## src/otes_pkg.sv

```systemverilog
// Shared types and constants of the oblivious tree ensemble scorer.
// No dependencies; every other file but the assertion header imports this package.
package otes_pkg;

  localparam int TREES_DEF = 64;
  localparam int DEPTH_DEF = 6;
  localparam int FEAT_DEF  = 64;
  localparam int VALW_DEF  = 32;

  // Field widths of the internal buses, sized for the largest parameter values.
  localparam int TREE_W = 10;
  localparam int PATH_W = 12;
  localparam int FEAT_W = 12;
  localparam int DATA_W = 32;
  localparam int LVL_W  = 4;
  localparam int PRED_W = 48;

  localparam logic [2:0] RESET_DEPTH = 3'd6;

  typedef enum logic [2:0] {
    KIND_FEATURE = 3'd0,
    KIND_THRESH  = 3'd1,
    KIND_LEAF    = 3'd2,
    KIND_COMMIT  = 3'd3,
    KIND_POP     = 3'd4,
    KIND_SAMPLE  = 3'd5
  } kind_e;

  typedef struct packed {
    logic              valid;
    logic [TREE_W-1:0] tree;
    logic [PATH_W-1:0] path;
  } walk_t;

  typedef struct packed {
    logic              feat_we;
    logic              thr_we;
    logic              smp_we;
    logic              leaf_we;
    logic [LVL_W-1:0]  lvl;
    logic [TREE_W-1:0] tree;
    logic [PATH_W-1:0] idx;
    logic [FEAT_W-1:0] feat;
    logic [DATA_W-1:0] data;
  } wr_t;

endpackage

```

## src/otes_level_cell.sv

```systemverilog
// One tree level of the scoring chain: feature, threshold and sample stores plus compare.
// Depends on otes_pkg.
module otes_level_cell import otes_pkg::*; #(
  parameter int LEVEL        = 0,
  parameter int MAX_TREES    = TREES_DEF,
  parameter int MAX_FEATURES = FEAT_DEF,
  parameter int VALUE_WIDTH  = VALW_DEF
) (
  input  logic             clk_i,
  input  logic             rst_ni,
  input  logic [LVL_W-1:0] depth_i,
  input  wr_t              wr_i,
  input  walk_t            walk_i,
  output walk_t            walk_o
);

  localparam int TW    = (MAX_TREES > 1) ? $clog2(MAX_TREES) : 1;
  localparam int FW    = (MAX_FEATURES > 1) ? $clog2(MAX_FEATURES) : 1;
  localparam int IW    = (VALUE_WIDTH < 32) ? VALUE_WIDTH : 32;
  localparam int NODES = MAX_TREES << LEVEL;
  localparam int AW    = (NODES > 1) ? $clog2(NODES) : 1;

  logic [FW-1:0] feat_mem [MAX_TREES];
  logic [IW-1:0] thr_mem  [NODES];
  logic [IW-1:0] smp_mem  [MAX_FEATURES];

  logic [FW-1:0] feat_q;
  logic [IW-1:0] thr1_q, thr2_q, smp_q;
  walk_t         w1_q, w2_q, w3_q, w3_d;
  logic [AW-1:0] rd_addr, wr_addr;
  logic          lvl_hit, go_right;

  assign lvl_hit = (wr_i.lvl == LVL_W'(LEVEL));
  assign rd_addr = (AW'(walk_i.tree[TW-1:0]) << LEVEL) | AW'(walk_i.path);
  assign wr_addr = (AW'(wr_i.tree[TW-1:0]) << LEVEL) | AW'(wr_i.idx);

  always_ff @(posedge clk_i) begin
    if (wr_i.feat_we && lvl_hit) begin
      feat_mem[wr_i.tree[TW-1:0]] <= wr_i.feat[FW-1:0];
    end
    feat_q <= feat_mem[walk_i.tree[TW-1:0]];
  end

  always_ff @(posedge clk_i) begin
    if (wr_i.thr_we && lvl_hit) begin
      thr_mem[wr_addr] <= wr_i.data[IW-1:0];
    end
    thr1_q <= thr_mem[rd_addr];
  end

  // Every cell keeps its own copy of the sample so that all levels read in parallel.
  always_ff @(posedge clk_i) begin
    if (wr_i.smp_we) begin
      smp_mem[wr_i.idx[FW-1:0]] <= wr_i.data[IW-1:0];
    end
    smp_q  <= smp_mem[feat_q];
    thr2_q <= thr1_q;
  end

  assign go_right = !($signed(smp_q) < $signed(thr2_q));

  always_comb begin
    w3_d = w2_q;
    if (LVL_W'(LEVEL) < depth_i) begin
      w3_d.path = {w2_q.path[PATH_W-2:0], go_right};
    end
  end

  always_ff @(posedge clk_i or negedge rst_ni) begin
    if (!rst_ni) begin
      w1_q <= '0;
      w2_q <= '0;
      w3_q <= '0;
    end else begin
      w1_q <= walk_i;
      w2_q <= w1_q;
      w3_q <= w3_d;
    end
  end

  assign walk_o = w3_q;

endmodule

```

## config.mk

```make
export PLATFORM = sky130hd
export DESIGN_NAME = otes_level_cell
export DESIGN_NICKNAME = d
export VERILOG_FILES = /design/src/otes_pkg.sv /design/src/otes_level_cell.sv
export SDC_FILE = /design/constraint.sdc
export NUM_CORES = 2
export LEC_CHECK = 0
export ABC_AREA = 1
export ABC_CLOCK_PERIOD_IN_PS = 1800
export BUFFER_PORTS_ARGS = -buffer_cell sky130_fd_sc_hd__clkbuf_2
export CAP_MARGIN = 40
export CORE_ASPECT_RATIO = 0.5
export CORE_MARGIN = 1
export CORE_UTILIZATION = 46
export CTS_CLUSTER_DIAMETER = 150
export CTS_CLUSTER_SIZE = 25
export DETAILED_ROUTE_END_ITERATION = 10
export SLEW_MARGIN = 20
export SYNTH_ARGS = -nofsm -noshare
export SYNTH_HDL_FRONTEND = slang
export SYNTH_MEMORY_MAX_BITS = 65536
export SYNTH_SLANG_ARGS = --single-unit
```

## constraint.sdc

```tcl
create_clock -name clk_i -period 1.8 [get_ports clk_i]
set_input_delay 0.36 -clock clk_i [delete_from_list [all_inputs] [get_ports clk_i]]
set_output_delay 0.36 -clock clk_i [all_outputs]
set_load 0.02 [all_outputs]
```

==> out/results.txt <==
violation count after the first detailed-route iteration: 16800
Tcrit/Tclk final: 131%
R2R setup slack: -570 ps
final hold violations: 0
unrepaired setup endpoints after global routing: true
CTS tree: done
Slew Viols, Final: 0
Horiz. Die Dim: 892 um
peak fanout along the critical path: 18
first-pass detailed-route iteration total: 9
pwr/cell area: 961 nW/um^2
GP Congestion: 0.886
gate count after technology mapping: 14200
outcome: finished, violations left
Worst EP required: 2660 ps
sw frac: 26.0%
Worst Hold Class: in -> reg
H-Tree Depth: 4
static leakage: 71.6 nW
via count: 123000
worst slew pin tran: 793 ps
first-pass GRT wire length: 816000 um
WL/cell: 28.1 um
crit end category: flop
setup violators final: 56
number of global-route vias before repair: 114000
largest area contributor in the netlist: edfxtp_1
Starting Density: 46.5%
CTS Buffer Depth: 4
Yosys cell types: 35
# rows: 162
die height: 447 um
clock latency on the worst-skew pair: 990 ps
synthesized net count: 14400
combinational share of power: 13.9%
Seq pwr share: 58.7%
violated checks: setup timing
mapped cell area: 182000 um^2
max_slew headroom: 47.1%
synth warn: 0
final worst slack: -565 ps
CTS root buf: clkbuf_16
TritonCTS Sinks: 4651
area delta synth->final: 17.2%
Num CTS Buffers: 212
synthesized flop and latch total: 4651
post-synth top area share: 73.8%
final antenna-violating net count: 0
VDD IR-drop max: 788 uV
MaxCap Viol Count: 0
final layout net count: 15200
critical path class: reg -> reg
f_max: 423 MHz
Tmin final: 2370 ps
Seq/Total Area, Yosys: 75.9%
mean post-synth cell area: 12.8 um^2
predominant post-synthesis flop cell: edfxtp_1
top cells by area, synth: edfxtp_1 (74%), nor2_1 (4.7%), o21ai_0 (4.6%), nand2_1 (4.1%), nand3_1 (3.3%)
num ports: 126
largest net degree at the start of global routing: 80
drt via density: 5.98
Clock transition at path regs: 100 ps
Pint: 152 mW
overall routing resource usage: 27.9%
share of post-route cells with drive strength above 1: 14.5%
Core Box Area: 392000 um^2
Clock Power Share: 27.4%
Critical Path Start Type: flop
Die Footprint: 399000 um^2
worst clock skew: 77.6 ps
DRC viols: 0
Buffers on Ports: 108
Setup WS pre-CTS: -964 ps
Routed WL: 576000 um
Total Power: 205 mW
HPWL Detailed: 360000 um
Psw: 53.3 mW
total congestion overflow: 0
initial antenna violation count: 44
async set-reset flop share out of synthesis: 1.48%
Worst EP arrival: 3230 ps
number of synthesized flops with an enable pin: 4480
Fin Hold WS: 54.6 ps
state kept, by name, summed over array words and instances, names as in the netlist:
name / count
feat_mem: 384
thr_mem: 2048
thr1_q: 32
smp_mem: 2048
w2_q: 23
feat_q: 6
w1_q: 23
thr2_q: 32
smp_q: 32
walk_o: 23
critical path, cell delays in order (launching register included):
cell and delay, ps:
dfxtp_4 390, buf_12 170, buf_12 240, buf_16 200
buf_8 180, o21ai_0 110, o22ai_1 200, nand2_1 100
nand3_2 130, nand3_4 150, nand3_4 170, and2_1 140
cell usage after synthesis, drive strengths merged (8+ instances only):
library cell / n
buf: 400
clkbuf: 571
dfrtp: 69
a21oi: 23
nor2: 2265
inv: 115
o221ai: 24
o21ai: 1937
dfxtp: 102
nor3: 8
o211ai: 170
edfxtp: 4480
nand3: 1201
ha: 31
o22ai: 802
and2: 25
nand2: 1975
placed cells by master (no fill, tap or decap), drive strengths merged:
master and n:
a211oi 6, dfxtp 102, nand2 1975, nor4 2, buf 1475, dlygate4sd3 76
a31oi 1, nand3 1201, inv 117, bufbuf 8, dfrtp 69, o21ai 1937
o221ai 24, ha 31, a21oi 23, o22ai 802, nand4 6, clkbuf 419
nor2 2265, edfxtp 4480, nor3 8, and2 25, a31o 6, clkinv 4
or2 1, o211ai 170, o21a 2, diode 8
cell families (layout without fill, tap and decap cells):
kind of cell	Yosys count	in the layout	share of synthesized area (%)
AOI/OAI and AO/OA	2971	2971	9.02
adders and majority gates	31	31	0.213
buffers and inverters	1086	2099	2.67
DFF	4651	4651	75.9
other	0	8	0
and+or+nand+nor	5483	5483	12.2
timing repair:
action	4_1_cts	5_1_grt
gates resized for setup	301	371
hold endpoints to repair	2510	1
hold buffers	76	1
setup buffers	19	14
cloned	18	19
setup endpoints to repair	56	63
pin swaps	54	65
final timing paths:
kind / endpoint / start / cells after the start
max in group asynchronous: w1_q[12] / rst_ni / 4
max: smp_q[17] / feat_q[0] / 11
min: feat_mem[38][2] / wr_i[34] / 2
min reg2reg: thr2_q[15] / thr1_q[15] / 0
max reg2reg: smp_q[17] / feat_q[0] / 11
min in group asynchronous: walk_o[20] / rst_ni / 4
area by class of cell:
cell class | instances | area (um^2)
multi-input combinational | 8485 | 41600
timing repair inverter | 2 | 27.5
inverter | 115 | 532
sequential | 4651 | 138000
clock inverter | 4 | 61.3
tap | 5248 | 6570
timing repair buffer | 1628 | 20400
fill | 31900 | 178000
antenna | 8 | 20.0
clock buffer | 350 | 5930
per-layer routing:
metal	track usage [%]	up-vias	share of wire [%]
met1	39.9	61400	40
met3	5.35	958	11
met5	0	-	0.034
met2	43.9	6574	45
li1	-	53600	-
met4	8.53	28	3.5
stage by stage:
step	std cells	instance area (um^2)	utilization (%)	setup TNS, ps
2_1_floorplan	14200	183000	-	-2236250
3_3_place_gp	20000	203000	51.9	-1639780
3_5_place_dp	20000	203000	51.9	-1725990
4_1_cts	20500	212000	54.1	-19380
5_1_grt	20500	214000	54.5	-20720
6_report	20500	214000	54.5	-17480
power groups by stage:
| stage | sequential, mW | clock (mW) | combinational [mW] |
|---|---|---|---|
| 2_1_floorplan | 122 | 0 | 12.0 |
| 3_3_place_gp | 123 | 0 | 25.1 |
| 3_5_place_dp | 123 | 0 | 25.3 |
| 4_1_cts | 120 | 56.6 | 27.0 |
| 5_1_grt | 121 | 60.3 | 30.2 |
| 6_report | 120 | 56.2 | 28.6 |
Note: power is estimated with default switching activity, not from simulation.
